<file path="config.mk">
export PLATFORM = sky130hd
export DESIGN_NAME = differential_pi_motor_balance_flat
export DESIGN_NICKNAME = d
export VERILOG_FILES = /design/src/hdl/dpimb_pkg.sv /design/src/hdl/dpimb_in_if.sv /design/src/hdl/dpimb_out_if.sv /design/src/hdl/dpimb_mul.sv /design/src/hdl/differential_pi_motor_balance.sv /design/src/flat_wrapper.sv
export SDC_FILE = /design/constraint.sdc
export NUM_CORES = 1
export LEC_CHECK = 0
export BUFFER_PORTS_ARGS = -buffer_cell sky130_fd_sc_hd__buf_2
export CAP_MARGIN = 15
export CORE_MARGIN = 2
export CORE_UTILIZATION = 57
export CTS_BUF_LIST = sky130_fd_sc_hd__clkbuf_16
export DETAILED_ROUTE_END_ITERATION = 7
export PLACE_DENSITY = 0.87
export SLEW_MARGIN = 10
export SYNTH_ARGS = -nofsm -noshare
export SYNTH_HDL_FRONTEND = slang
export SYNTH_HIERARCHICAL = 1
export SYNTH_SLANG_ARGS = --single-unit
</file>
<file path="constraint.sdc">
create_clock -name clk -period 4.7 [get_ports clk]
set_clock_uncertainty 0.05 [all_clocks]
set_input_delay 0.94 -clock clk [delete_from_list [all_inputs] [get_ports clk]]
set_output_delay 0.94 -clock clk [all_outputs]
set_load 0.05 [all_outputs]
</file>
<file path="src/hdl/dpimb_pkg.sv">
// ----------------------------------------------------------------------------
// dpimb_pkg: shared definitions for the differential PI motor balancer
// Field widths, datapath widths, digit size of the serial multiplier and
// configuration register indexes.
// ----------------------------------------------------------------------------
package dpimb_pkg;

  // Encoder count width of one wheel sample.
  localparam int COUNT_BITS = 12;

  // Configuration register widths.
  localparam int GAIN_W  = 16;
  localparam int BASE_W  = 8;
  localparam int LIMIT_W = 7;

  // Result widths.
  localparam int DUTY_W = 8;
  localparam int CORR_W = 16;

  // Datapath widths derived from the count width.
  localparam int DIFF_W   = COUNT_BITS + 1;
  localparam int ERR_W    = COUNT_BITS + 18;
  localparam int MCAND_W  = ERR_W + 1;
  localparam int PROD_W   = MCAND_W + GAIN_W;
  localparam int FRAC_W   = 8;
  localparam int TERM_W   = PROD_W - FRAC_W;
  localparam int SUM_W    = TERM_W + 2;
  localparam int DSUM_W   = BASE_W + FRAC_W + 2;

  // Serial multiplier: one digit of the gain per cycle.
  localparam int MUL_DIGIT_W = 4;
  localparam int MUL_STEPS   = GAIN_W / MUL_DIGIT_W;
  localparam int MUL_CNT_W   = $clog2(MUL_STEPS);

  // APB register map.
  localparam int PADDR_W = 5;
  localparam int PDATA_W = 32;
  localparam int REG_IDX_W = PADDR_W - 2;

  localparam logic [REG_IDX_W-1:0] REG_KP_GAIN    = 3'd0;
  localparam logic [REG_IDX_W-1:0] REG_KI_PERIOD  = 3'd1;
  localparam logic [REG_IDX_W-1:0] REG_RPM_PULSE  = 3'd2;
  localparam logic [REG_IDX_W-1:0] REG_BASE_DUTY  = 3'd3;
  localparam logic [REG_IDX_W-1:0] REG_CORR_LIMIT = 3'd4;

  // Reset values of the configuration registers.
  localparam logic [GAIN_W-1:0]  KP_RESET    = 16'd512;
  localparam logic [GAIN_W-1:0]  KI_RESET    = 16'd512;
  localparam logic [GAIN_W-1:0]  RPM_RESET   = 16'd7680;
  localparam logic [BASE_W-1:0]  BASE_RESET  = 8'd200;
  localparam logic [LIMIT_W-1:0] LIMIT_RESET = 7'd80;

endpackage

</file>
<file path="src/hdl/dpimb_in_if.sv">
// ----------------------------------------------------------------------------
// dpimb_in_if: input channel of the motor balancer
// Carries one pair of wheel pulse counts per item with valid/ready.
// ----------------------------------------------------------------------------
interface dpimb_in_if;

  logic                                      valid;
  logic                                      ready;
  logic signed [dpimb_pkg::COUNT_BITS-1:0]   pulses_a;
  logic signed [dpimb_pkg::COUNT_BITS-1:0]   pulses_b;

  modport source (output valid, output pulses_a, output pulses_b, input ready);
  modport sink   (input valid, input pulses_a, input pulses_b, output ready);

endinterface

</file>
<file path="src/hdl/dpimb_out_if.sv">
// ----------------------------------------------------------------------------
// dpimb_out_if: result channel of the motor balancer
// Carries both motor duties and the saturated correction with valid/ready.
// ----------------------------------------------------------------------------
interface dpimb_out_if;

  logic                                  valid;
  logic                                  ready;
  logic        [dpimb_pkg::DUTY_W-1:0]   duty_a;
  logic        [dpimb_pkg::DUTY_W-1:0]   duty_b;
  logic signed [dpimb_pkg::CORR_W-1:0]   correction;

  modport source (output valid, output duty_a, output duty_b, output correction,
                  input ready);
  modport sink   (input valid, input duty_a, input duty_b, input correction,
                  output ready);

endinterface

</file>
<file path="src/hdl/dpimb_mul.sv">
// ----------------------------------------------------------------------------
// dpimb_mul: digit-serial signed by unsigned multiplier
// Consumes the unsigned multiplier one digit per cycle, least significant
// first, and shifts the finished low product bits into a shift register.
// ----------------------------------------------------------------------------
module dpimb_mul (
  input  logic                                   clk,
  input  logic                                   rst_n,
  input  logic                                   start,
  input  logic signed [dpimb_pkg::MCAND_W-1:0]   mcand,
  input  logic        [dpimb_pkg::GAIN_W-1:0]    mplier,
  output logic                                   done,
  output logic signed [dpimb_pkg::PROD_W-1:0]    product
);

  localparam int PSUM_W = dpimb_pkg::MCAND_W + dpimb_pkg::MUL_DIGIT_W + 1;

  logic                                   busy_r;
  logic                                   done_r;
  logic [dpimb_pkg::MUL_CNT_W-1:0]        cnt_r;
  logic signed [dpimb_pkg::MCAND_W-1:0]   mc_r;
  logic [dpimb_pkg::GAIN_W-1:0]           mp_r;
  logic signed [dpimb_pkg::MCAND_W-1:0]   hi_r;
  logic [dpimb_pkg::GAIN_W-1:0]           lo_r;

  logic signed [dpimb_pkg::MUL_DIGIT_W:0] digit;
  logic signed [PSUM_W-1:0]               psum;

  assign digit = signed'({1'b0, mp_r[dpimb_pkg::MUL_DIGIT_W-1:0]});
  assign psum  = PSUM_W'(hi_r) + PSUM_W'(mc_r) * PSUM_W'(digit);

  always_ff @(posedge clk) begin
    if (!rst_n) begin
      busy_r <= 1'b0;
      done_r <= 1'b0;
      cnt_r  <= '0;
    end else begin
      done_r <= 1'b0;
      if (start) begin
        busy_r <= 1'b1;
        cnt_r  <= '0;
        mc_r   <= mcand;
        mp_r   <= mplier;
        hi_r   <= '0;
      end else if (busy_r) begin
        hi_r  <= psum[dpimb_pkg::MCAND_W+dpimb_pkg::MUL_DIGIT_W-1:dpimb_pkg::MUL_DIGIT_W];
        lo_r  <= {psum[dpimb_pkg::MUL_DIGIT_W-1:0],
                  lo_r[dpimb_pkg::GAIN_W-1:dpimb_pkg::MUL_DIGIT_W]};
        mp_r  <= mp_r >> dpimb_pkg::MUL_DIGIT_W;
        cnt_r <= cnt_r + 1'b1;
        if (cnt_r == dpimb_pkg::MUL_CNT_W'(dpimb_pkg::MUL_STEPS - 1)) begin
          busy_r <= 1'b0;
          done_r <= 1'b1;
        end
      end
    end
  end

  assign done    = done_r;
  assign product = signed'({hi_r, lo_r});

endmodule

</file>
<file path="src/hdl/differential_pi_motor_balance.sv">
// ----------------------------------------------------------------------------
// differential_pi_motor_balance: velocity-form PI wheel speed balancer
// Turns the pulse count difference of two wheels into a saturated PI
// correction and two clamped PWM duties.
// ----------------------------------------------------------------------------
//
//   Port group  | Direction | Handshake        | Content
//   ------------+-----------+------------------+---------------------------------
//   in_item     | sink      | valid / ready    | pulses_a, pulses_b
//   out_item    | source    | valid / ready    | duty_a, duty_b, correction
//   cfg_*       | slave     | APB, pready high | gains, scale, base duty, limit
//
// The block accepts a new item only when idle, after the previous item has
// written its result to the output register. The work is done mostly by the
// shared multiplier, which forms three products in turn (error scaling,
// proportional term, integral term), one 4-bit digit of the 16-bit gain per
// cycle, followed by a clamp step and a duty calculation step.
// Reset is synchronous and active low; it restores the default gains and
// clears the previous error and the accumulated correction.
// A finished result that is not taken waits in the output register; the next
// item is still accepted and computed, and only its final step waits for the
// output register to free up.
// ----------------------------------------------------------------------------
module differential_pi_motor_balance (
  input  logic                                 clk,
  input  logic                                 rst_n,
  dpimb_in_if.sink                             in_item,
  dpimb_out_if.source                          out_item,
  input  logic                                 cfg_psel,
  input  logic                                 cfg_penable,
  input  logic                                 cfg_pwrite,
  input  logic [dpimb_pkg::PADDR_W-1:0]        cfg_paddr,
  input  logic [dpimb_pkg::PDATA_W-1:0]        cfg_pwdata,
  output logic [dpimb_pkg::PDATA_W-1:0]        cfg_prdata,
  output logic                                 cfg_pready
);

  typedef enum logic [2:0] {
    S_IDLE,
    S_ERR,
    S_KP,
    S_KI,
    S_CLAMP,
    S_DUTY
  } state_t;

  // Truncates a Q.8 duty to whole units and clamps it to the duty range.
  function automatic logic [dpimb_pkg::DUTY_W-1:0] duty_of(
    input logic signed [dpimb_pkg::DSUM_W-1:0] scaled
  );
    logic [dpimb_pkg::DUTY_W-1:0] res;
    if (scaled[dpimb_pkg::DSUM_W-1]) begin
      res = '0;
    end else if (scaled[dpimb_pkg::DSUM_W-2]) begin
      res = '1;
    end else begin
      res = scaled[dpimb_pkg::FRAC_W+dpimb_pkg::DUTY_W-1:dpimb_pkg::FRAC_W];
    end
    return res;
  endfunction

  // Configuration registers.
  logic [dpimb_pkg::GAIN_W-1:0]   kp_r;
  logic [dpimb_pkg::GAIN_W-1:0]   ki_r;
  logic [dpimb_pkg::GAIN_W-1:0]   rpm_r;
  logic [dpimb_pkg::BASE_W-1:0]   base_r;
  logic [dpimb_pkg::LIMIT_W-1:0]  limit_r;

  logic [dpimb_pkg::REG_IDX_W-1:0] reg_idx;
  logic                            cfg_write;

  assign reg_idx   = cfg_paddr[dpimb_pkg::PADDR_W-1:2];
  assign cfg_write = cfg_psel & cfg_penable & cfg_pwrite;
  assign cfg_pready = 1'b1;

  always_ff @(posedge clk) begin
    if (!rst_n) begin
      kp_r    <= dpimb_pkg::KP_RESET;
      ki_r    <= dpimb_pkg::KI_RESET;
      rpm_r   <= dpimb_pkg::RPM_RESET;
      base_r  <= dpimb_pkg::BASE_RESET;
      limit_r <= dpimb_pkg::LIMIT_RESET;
    end else if (cfg_write) begin
      case (reg_idx)
        dpimb_pkg::REG_KP_GAIN:    kp_r    <= cfg_pwdata[dpimb_pkg::GAIN_W-1:0];
        dpimb_pkg::REG_KI_PERIOD:  ki_r    <= cfg_pwdata[dpimb_pkg::GAIN_W-1:0];
        dpimb_pkg::REG_RPM_PULSE:  rpm_r   <= cfg_pwdata[dpimb_pkg::GAIN_W-1:0];
        dpimb_pkg::REG_BASE_DUTY:  base_r  <= cfg_pwdata[dpimb_pkg::BASE_W-1:0];
        dpimb_pkg::REG_CORR_LIMIT: limit_r <= cfg_pwdata[dpimb_pkg::LIMIT_W-1:0];
        default: ;
      endcase
    end
  end

  always_comb begin
    case (reg_idx)
      dpimb_pkg::REG_KP_GAIN:    cfg_prdata = dpimb_pkg::PDATA_W'(kp_r);
      dpimb_pkg::REG_KI_PERIOD:  cfg_prdata = dpimb_pkg::PDATA_W'(ki_r);
      dpimb_pkg::REG_RPM_PULSE:  cfg_prdata = dpimb_pkg::PDATA_W'(rpm_r);
      dpimb_pkg::REG_BASE_DUTY:  cfg_prdata = dpimb_pkg::PDATA_W'(base_r);
      dpimb_pkg::REG_CORR_LIMIT: cfg_prdata = dpimb_pkg::PDATA_W'(limit_r);
      default:                   cfg_prdata = '0;
    endcase
  end

  // Controller state and datapath registers.
  state_t                                state_r, state_nxt;
  logic signed [dpimb_pkg::ERR_W-1:0]    err_r, err_nxt;
  logic signed [dpimb_pkg::ERR_W-1:0]    prev_err_r, prev_err_nxt;
  logic signed [dpimb_pkg::CORR_W-1:0]   acc_r, acc_nxt;
  logic signed [dpimb_pkg::SUM_W-1:0]    sum_r, sum_nxt;
  logic                                  out_valid_r, out_valid_nxt;
  logic [dpimb_pkg::DUTY_W-1:0]          duty_a_r, duty_a_nxt;
  logic [dpimb_pkg::DUTY_W-1:0]          duty_b_r, duty_b_nxt;
  logic signed [dpimb_pkg::CORR_W-1:0]   corr_out_r, corr_out_nxt;

  // Shared multiplier.
  logic                                  mul_start;
  logic signed [dpimb_pkg::MCAND_W-1:0]  mul_mcand;
  logic [dpimb_pkg::GAIN_W-1:0]          mul_mplier;
  logic                                  mul_done;
  logic signed [dpimb_pkg::PROD_W-1:0]   mul_product;

  dpimb_mul u_mul (
    .clk     (clk),
    .rst_n   (rst_n),
    .start   (mul_start),
    .mcand   (mul_mcand),
    .mplier  (mul_mplier),
    .done    (mul_done),
    .product (mul_product)
  );

  logic                                  in_fire;
  logic signed [dpimb_pkg::DIFF_W-1:0]   diff_w;
  logic signed [dpimb_pkg::ERR_W-1:0]    err_w;
  logic signed [dpimb_pkg::MCAND_W-1:0]  delta_w;
  logic signed [dpimb_pkg::TERM_W-1:0]   term_w;
  logic signed [dpimb_pkg::SUM_W-1:0]    lim_w;
  logic signed [dpimb_pkg::CORR_W-1:0]   corr_w;
  logic signed [dpimb_pkg::DSUM_W-1:0]   base_w;
  logic signed [dpimb_pkg::DSUM_W-1:0]   corr_ext_w;

  assign in_item.ready = (state_r == S_IDLE);
  assign in_fire       = in_item.valid & in_item.ready;

  assign diff_w = dpimb_pkg::DIFF_W'(in_item.pulses_a) - dpimb_pkg::DIFF_W'(in_item.pulses_b);

  // The error product fits within the error width, so the low bits are the value.
  assign err_w   = signed'(mul_product[dpimb_pkg::ERR_W-1:0]);
  assign delta_w = dpimb_pkg::MCAND_W'(err_w) - dpimb_pkg::MCAND_W'(prev_err_r);

  // Dropping the eight fraction bits of a two's complement product is a floor shift.
  assign term_w = signed'(mul_product[dpimb_pkg::PROD_W-1:dpimb_pkg::FRAC_W]);

  assign lim_w = signed'(dpimb_pkg::SUM_W'({limit_r, {dpimb_pkg::FRAC_W{1'b0}}}));

  always_comb begin
    if (sum_r > lim_w) begin
      corr_w = dpimb_pkg::CORR_W'(lim_w);
    end else if (sum_r < -lim_w) begin
      corr_w = dpimb_pkg::CORR_W'(-lim_w);
    end else begin
      corr_w = dpimb_pkg::CORR_W'(sum_r);
    end
  end

  assign base_w     = signed'(dpimb_pkg::DSUM_W'({base_r, {dpimb_pkg::FRAC_W{1'b0}}}));
  assign corr_ext_w = dpimb_pkg::DSUM_W'(acc_r);

  always_comb begin
    state_nxt     = state_r;
    err_nxt       = err_r;
    prev_err_nxt  = prev_err_r;
    acc_nxt       = acc_r;
    sum_nxt       = sum_r;
    out_valid_nxt = out_valid_r;
    duty_a_nxt    = duty_a_r;
    duty_b_nxt    = duty_b_r;
    corr_out_nxt  = corr_out_r;
    mul_start     = 1'b0;
    mul_mcand     = dpimb_pkg::MCAND_W'(diff_w);
    mul_mplier    = rpm_r;

    if (out_valid_r && out_item.ready) begin
      out_valid_nxt = 1'b0;
    end

    case (state_r)
      S_IDLE: begin
        // Scale the pulse difference into a Q.8 speed error.
        if (in_fire) begin
          mul_start = 1'b1;
          state_nxt = S_ERR;
        end
      end
      S_ERR: begin
        // Proportional term works on the change of the error.
        if (mul_done) begin
          err_nxt    = err_w;
          mul_start  = 1'b1;
          mul_mcand  = delta_w;
          mul_mplier = kp_r;
          state_nxt  = S_KP;
        end
      end
      S_KP: begin
        if (mul_done) begin
          sum_nxt    = dpimb_pkg::SUM_W'(acc_r) + dpimb_pkg::SUM_W'(term_w);
          mul_start  = 1'b1;
          mul_mcand  = dpimb_pkg::MCAND_W'(err_r);
          mul_mplier = ki_r;
          state_nxt  = S_KI;
        end
      end
      S_KI: begin
        if (mul_done) begin
          sum_nxt   = sum_r + dpimb_pkg::SUM_W'(term_w);
          state_nxt = S_CLAMP;
        end
      end
      S_CLAMP: begin
        acc_nxt      = corr_w;
        prev_err_nxt = err_r;
        state_nxt    = S_DUTY;
      end
      S_DUTY: begin
        // The saturated correction now sits in the accumulator.
        if (!out_valid_r || out_item.ready) begin
          duty_a_nxt    = duty_of(base_w - corr_ext_w);
          duty_b_nxt    = duty_of(base_w + corr_ext_w);
          corr_out_nxt  = acc_r;
          out_valid_nxt = 1'b1;
          state_nxt     = S_IDLE;
        end
      end
      default: begin
        state_nxt = S_IDLE;
      end
    endcase
  end

  always_ff @(posedge clk) begin
    if (!rst_n) begin
      state_r     <= S_IDLE;
      out_valid_r <= 1'b0;
      prev_err_r  <= '0;
      acc_r       <= '0;
    end else begin
      state_r     <= state_nxt;
      out_valid_r <= out_valid_nxt;
      prev_err_r  <= prev_err_nxt;
      acc_r       <= acc_nxt;
    end
    err_r      <= err_nxt;
    sum_r      <= sum_nxt;
    duty_a_r   <= duty_a_nxt;
    duty_b_r   <= duty_b_nxt;
    corr_out_r <= corr_out_nxt;
  end

  assign out_item.valid      = out_valid_r;
  assign out_item.duty_a     = duty_a_r;
  assign out_item.duty_b     = duty_b_r;
  assign out_item.correction = corr_out_r;

endmodule
</file>
<file path="src/flat_wrapper.sv">
// flat-port wrapper written by rule: the top's interface ports become plain ports
module differential_pi_motor_balance_flat 
  (clk, rst_n, cfg_psel, cfg_penable, cfg_pwrite, cfg_paddr, cfg_pwdata, cfg_prdata, cfg_pready, in_item_valid, in_item_pulses_a, in_item_pulses_b, in_item_ready, out_item_valid, out_item_duty_a, out_item_duty_b, out_item_correction, out_item_ready);
  dpimb_in_if in_item_i ();
  dpimb_out_if out_item_i ();
  input  logic clk;
  input  logic rst_n;
  input  logic cfg_psel;
  input  logic cfg_penable;
  input  logic cfg_pwrite;
  input  logic [dpimb_pkg::PADDR_W-1:0] cfg_paddr;
  input  logic [dpimb_pkg::PDATA_W-1:0] cfg_pwdata;
  output logic [dpimb_pkg::PDATA_W-1:0] cfg_prdata;
  output logic cfg_pready;
  input wire logic [$bits(in_item_i.valid)-1:0] in_item_valid;
  input wire logic [$bits(in_item_i.pulses_a)-1:0] in_item_pulses_a;
  input wire logic [$bits(in_item_i.pulses_b)-1:0] in_item_pulses_b;
  output wire logic [$bits(in_item_i.ready)-1:0] in_item_ready;
  output wire logic [$bits(out_item_i.valid)-1:0] out_item_valid;
  output wire logic [$bits(out_item_i.duty_a)-1:0] out_item_duty_a;
  output wire logic [$bits(out_item_i.duty_b)-1:0] out_item_duty_b;
  output wire logic [$bits(out_item_i.correction)-1:0] out_item_correction;
  input wire logic [$bits(out_item_i.ready)-1:0] out_item_ready;
  assign in_item_i.valid = in_item_valid;
  assign in_item_i.pulses_a = in_item_pulses_a;
  assign in_item_i.pulses_b = in_item_pulses_b;
  assign in_item_ready = in_item_i.ready;
  assign out_item_valid = out_item_i.valid;
  assign out_item_duty_a = out_item_i.duty_a;
  assign out_item_duty_b = out_item_i.duty_b;
  assign out_item_correction = out_item_i.correction;
  assign out_item_i.ready = out_item_ready;
  differential_pi_motor_balance u_core (.clk(clk), .rst_n(rst_n), .in_item(in_item_i), .out_item(out_item_i), .cfg_psel(cfg_psel), .cfg_penable(cfg_penable), .cfg_pwrite(cfg_pwrite), .cfg_paddr(cfg_paddr), .cfg_pwdata(cfg_pwdata), .cfg_prdata(cfg_prdata), .cfg_pready(cfg_pready));
endmodule
</file>
==> Yosys cells after proc, flatten, opt, wreduce, memory -nomap -nowiden <==
Cells that the tools add are included.
{ "totals": {"regBits": 314, "output_inout_bits": 67, "elab_cells": 109} }
{ "op_classes": {"add_sub_neg": 9, "n_mul": 1, "magnitude_cmp": 2, "eq_ne": 15, "n_mux": 33, "bitwise": 6, "reduce_logical": 22} }
{ "op_table": {"columns": ["op", "n"], "rows": [
  ["16-bit 2-to-1 mux", 6],
  ["31-bit 2-to-1 mux", 3],
  ["41-bit 2-to-1 mux", 2],
  ["41-bit one-hot mux with 2 select lines", 1],
  ["16-bit one-hot mux with 5 select lines", 1],
  ["31-bit one-hot mux with 2 select lines", 1],
  ["41-bit by 39-bit adder with 41-bit output", 1],
  ["41-bit by 16-bit greater-than comparator with 1-bit output", 1],
  ["41-bit < comparator", 1],
  ["15-bit negation with 41-bit output", 1],
  ["16-bit by 39-bit adder with 40-bit output", 1],
  ["31-bit by 35-bit adder with 35-bit output", 1],
  ["31-bit by 5-bit multiplier with 35-bit output", 1],
  ["16-bit one-hot mux with 2 select lines", 1],
  ["30-bit by 30-bit subtractor with 31-bit output", 1],
  ["17-bit by 16-bit adder with 18-bit output", 1],
  ["3-bit one-hot mux with 6 select lines", 1],
  ["2-bit AND reduction", 9],
  ["17-bit by 16-bit subtractor with 18-bit output", 1],
  ["8-bit 2-to-1 mux", 2],
  ["3-bit 2-to-1 mux", 5],
  ["12-bit by 12-bit subtractor with 13-bit output", 1],
  ["3-bit by 2-bit == test with 1-bit output, second input constant", 4],
  ["3-bit == test, second input constant", 3],
  ["18 further kinds", 38]
]} }

==> Depth between registers and ports, before layout <==
{ "logic_depth": {"word_depth": 6, "ltp_mapped": 18, "ltp_nobuf": 15} }

==> By module <==
Netlist, hierarchy kept.
{ "modules_own_cells": {"columns": ["module", "n_inst", "cells_each", "area_each_um2", "seq_area_each_um2"], "rows": [
  ["differential_pi_motor_balance", 1, 2122, 17508.0, 5355.1],
  ["dpimb_mul", 1, 865, 8834.7, 2902.8]
]} }

==> Least setup slack after synthesis <==
Ideal clock, no wire load.
{ "synth_path": {"path_kind": "flip-flop to flip-flop", "start": "register u_core/u_mul/mp_r[1] (netlist bit)", "end": "register u_core/u_mul/hi_r[27] (netlist bit), data pin", "setup_ns": 0.262, "arrival_time_ns": 4.498, "slack_ns": -0.110, "stages_incl_launch_ff": 19, "path_buffers": 3, "synth_period_minus_slack_ns": 4.810, "path_cell_list": "edfxtp_1 clkbuf_1 nand2_1 fa_1 inv_1 fa_1 inv_1 fa_1 inv_1 ha_1 buf_6 and3_1 buf_6 and3_1 a211o_1 and2_4 or3_1 a31oi_1 mux2_1"} }
{ "synth_between": {"elab_chain_len": 3} }
{ "synth_lines": {"columns": ["element", "line", "rtl"], "rows": [
  ["from (decl)", "dpimb_mul.sv:22", "logic [dpimb_pkg::GAIN_W-1:0] mp_r;"],
  ["from (signal assigned)", "dpimb_mul.sv:43", "mp_r <= mplier;"],
  ["from (signal assigned)", "dpimb_mul.sv:49", "mp_r <= mp_r >> dpimb_pkg::MUL_DIGIT_W;"],
  ["31-bit by 5-bit multiplier with 35-bit output", "dpimb_mul.sv:30", "assign psum = PSUM_W'(hi_r) + PSUM_W'(mc_r) * PSUM_W'(digit);"],
  ["31-bit by 35-bit adder with 35-bit output", "dpimb_mul.sv:30", null],
  ["31-bit 2-to-1 mux", "dpimb_mul.sv:45", "end else if (busy_r) begin"],
  ["to (signal assigned)", "dpimb_mul.sv:46", "hi_r <= psum[dpimb_pkg::MCAND_W+dpimb_pkg::MUL_DIGIT_W-1:dpimb_pkg::MUL_DIGIT_W];"],
  ["to (decl)", "dpimb_mul.sv:23", "logic signed [dpimb_pkg::MCAND_W-1:0] hi_r;"]
]} }
No other way between the ends. The select of a mux whose other input is x is not followed.
A chain may end at the register's enable or synchronous reset.

==> Final worst setup path <==
{ "layout_path": {"start": "register u_core/u_mul/mp_r[1] (netlist bit)", "end": "register u_core/u_mul/hi_r[23] (netlist bit), data pin"} }
The elaborated chain is that of the path after synthesis.

==> flow_summary.toml <==
[yosys]
avgSynthCellArea_um2 = 8.82
synth-edff-count = 197
ys_ff_latch = 314
yosysUniqueCellTypes = 88
syn_area_mm2 = 0.0263
syn_inst = 2987
synth_warnings = 6
synthArstFlopShare = 0
synth-main-ff-cell = "edfxtp_1"
ys_seq_area_frac = 0.313

[sta]
tightest_slew_ns = 1.13
fin_crit_sh = 0.997
finalCriticalPeriod_ns = 4.69
setup_viol_count_final = 0
fmax_ghz = 0.213
hold_slack_ns = 0.412
max-slew-margin-rel = 0.239
postLayoutSetupSlackWorst_ns = 0.0148
grt_setup_unrepaired = "yes"
slew_violations = 0
hold_violations = 0
fin_tns_setup_ns = 0

[placement]
port_buffers = 99
place_area_mm2 = 0.0278
dpl.hpwl_um = 50500
post-place-ws_ns = -0.121
routabilityCongestion = 0.932
dp.cells = 3655

[clock_network]
clkTransAtPathRegs_ns = 0.07
numCtsBuffers = 37
cts_tree = "yes"
clk-insertion-delay-late_ns = 0.57
cts_buffer_depth = 3
cts_max_level = 2
root_buffer = "clkbuf_16"
cts.sinks = 314

[global_routing]
grt_pass1_vias = 22507
grt_overflow = 0
grt_max_degree = 56
track_usage = 0.297
grt_pass1_wl_um = 114000
antenna_found_initial = 0

[layout]
diodes = 0
fillers = 3396
area_delta_synth_final_pct = 12.1
utilization = 0.649
drive_gt1_frac = 0.114
seq_area_mm2 = 0.00826
multiInputGateArea_mm2 = 0.0168
nets = 3515
fin_cells = 3729
design_area_mm2 = 0.0295

[outcome]
status = "completed"

[setup_path]
rrSetupSlack_ns = 0.01
critPathCaptureType = "register"
crit_path_start_kind = "register"
crit_type = "reg2reg"
worstReg2RegStart = "u_core/u_mul/mp_r[1]"
crit_arrival_ns = 4.94
startpoint = "u_core/u_mul/mp_r[1]"
r2r-end = "u_core/u_mul/hi_r[23]"
crit_required_ns = 4.96
worstRegToRegCells = 16
crit_path_max_fanout = 7
setup.worst_path.end = "u_core/u_mul/hi_r[23]"

[run]
maxCapViolations = 0

[floorplanning]
die_y_um = 219
chipWidth_um = 219
ios = 135
rows = 78
start_util = 0.579
dieArea_mm2 = 0.0480
fp.coreArea_mm2 = 0.0455

[detailed_routing]
wire_per_inst_um = 19.2
drt_iter0_markers = 2370
ant_nets = 0
post-route-drc-count = 0
vias = 23035
first_pass_iters = 7
routed_wirelength_um = 71800
via_per_inst = 6.18

[worst_hold_path]
hold_path_class = "reg2reg"

[power_and_ir_drop]
total_power_mw = 16.9
p_leak_nw = 12.9
irDropWorstVdd_uv = 424
power_density_mw_per_mm2 = 573
==> final cells by class <==
type / count / area share
sequential: 314 / 0.280
clock buffer: 38 / 0.0322
tap: 600 / 0.0254
inverter: 279 / 0.0355
multi-input combinational: 2275 / 0.571
clock inverter: 30 / 0.0120
timing repair buffer: 193 / 0.0446
==> registers in the layout (all words and copies together) (netlist names) <==
register and cells:
u_core/sum_r 41, u_core/u_mul/hi_r 31, u_core/u_mul/mc_r 31, u_core/err_r 30, u_core/prev_err_r 30, u_core/acc_r 16, u_core/ki_r 16, u_core/kp_r 16
u_core/out_item.correction 16, u_core/rpm_r 16, u_core/u_mul/lo_r 16, u_core/u_mul/mp_r 16, u_core/base_r 8, u_core/out_item.duty_a 8, u_core/out_item.duty_b 8, u_core/limit_r 7
u_core/state_r 3, u_core/u_mul/cnt_r 2, u_core/out_item.valid 1, u_core/u_mul/busy_r 1, u_core/u_mul/done 1
==> worst max-delay path, cell delays in order (launching register included) <==
cell      delay, ns
edfxtp_1       0.42
buf_12         0.17
nand2_1        0.08
fa_1           0.52
inv_1          0.05
fa_1           0.52
inv_2          0.06
fa_1           0.54
inv_2          0.05
ha_4           0.24
a21o_1         0.19
a21o_1         0.18
a211o_1        0.31
and2_4         0.17
or3_4          0.40
o21ai_2        0.17
mux2_4         0.31
==> where the power goes <==
group | total (mW) | switching (mW) | internal (mW)
logic | 10.2 | 5.87 | 4.34
registers | 3.58 | 0.213 | 3.37
clock network | 3.12 | 1.25 | 1.87
==> synth_stat cells, drive strengths merged (14+ instances only) <==
cell type	number	area (um^2)
nand2	413	1560
inv	278	1040
ha	249	3120
a21oi	197	990
edfxtp	197	5920
nor2	182	683
o21ai	123	619
dfxtp	117	2340
clkbuf	102	384
fa	98	1960
a21o	96	722
and2	91	573
a21boi	89	668
xnor2	81	709
xor2	57	499
nand3	55	275
mux2i	50	500
nand2b	42	263
nor2b	41	257
o21a	34	255
buf	32	218
nor3	32	160
a22oi	28	210
nand4	28	175
o211ai	25	208
a31oi	23	144
o21bai	21	158
a211oi	19	143
and3	17	111
mux2	17	191
nor4	15	93.8
o22ai	14	87.6
==> repair_timing <==
item / in CTS / in global routing
pin swaps: 2 / 27
hold buffers: 0 / 0
resized for setup: 14 / 50
setup buffers: 2 / 3
setup endpoints to repair: 6 / 17
cloned: 1 / 0
==> cell families (layout without fill, tap and decap cells) <==
group | count (synthesis) | count (layout) | share of synthesized area
other | 2 | 17 | 0.000285
AND/OR/NAND/NOR | 949 | 949 | 0.167
adder cells (fa/ha/maj) | 347 | 347 | 0.193
buffers and inverters | 413 | 540 | 0.0626
multiplexers | 68 | 68 | 0.0271
flip-flops | 314 | 314 | 0.313
XOR/XNOR | 138 | 138 | 0.0459
AO/OA/AOI/OAI | 756 | 756 | 0.191
==> layer usage <==
metal | GRT usage | up-vias | wire length [um] | share of wire
li1 | - | 10659 | - | -
met1 | 0.384 | 10880 | 28100 | 0.39
met2 | 0.491 | 1249 | 33900 | 0.47
met3 | 0.0499 | 247 | 6600 | 0.092
met4 | 0.130 | 0 | 3120 | 0.043
met5 | 0 | - | 0 | 0
==> placed cells by master, fill, tap and decap left out, types with 15 or more instances in the layout <==
cell,n
nor2b_1,41
nor3_1,28
mux2_2,15
o21a_1,33
clkbuf_16,38
a21o_1,95
and3_1,15
inv_1,283
o21ai_0,106
dfxtp_1,117
ha_1,236
a211oi_1,17
mux2i_1,50
conb_1,17
o211ai_1,21
a31oi_1,19
buf_4,84
a21oi_1,192
nor2_1,180
a21boi_0,89
xnor2_1,81
nand3_1,54
xor2_1,57
nand4_1,28
nand2_1,407
edfxtp_1,197
nand2b_1,41
buf_2,99
o21bai_1,20
fa_1,97
a22oi_1,28
and2_1,88
==> worst min-delay path by stage <==
stage / startpoint / endpoint / slack [ns] / cells after the start
floorplan: u_core/u_mul/lo_r[0] / u_core/err_r[0] / 0.38 / 0
global placement: u_core/u_mul/lo_r[2] / u_core/err_r[2] / 0.40 / 0
detailed placement: u_core/prev_err_r[5] / u_core/prev_err_r[5] / 0.41 / 2
CTS: u_core/prev_err_r[5] / u_core/prev_err_r[5] / 0.41 / 2
global route: u_core/u_mul/lo_r[2] / u_core/err_r[2] / 0.43 / 0
finish: u_core/prev_err_r[5] / u_core/prev_err_r[5] / 0.41 / 2
Power figures use the tool's default switching activity.
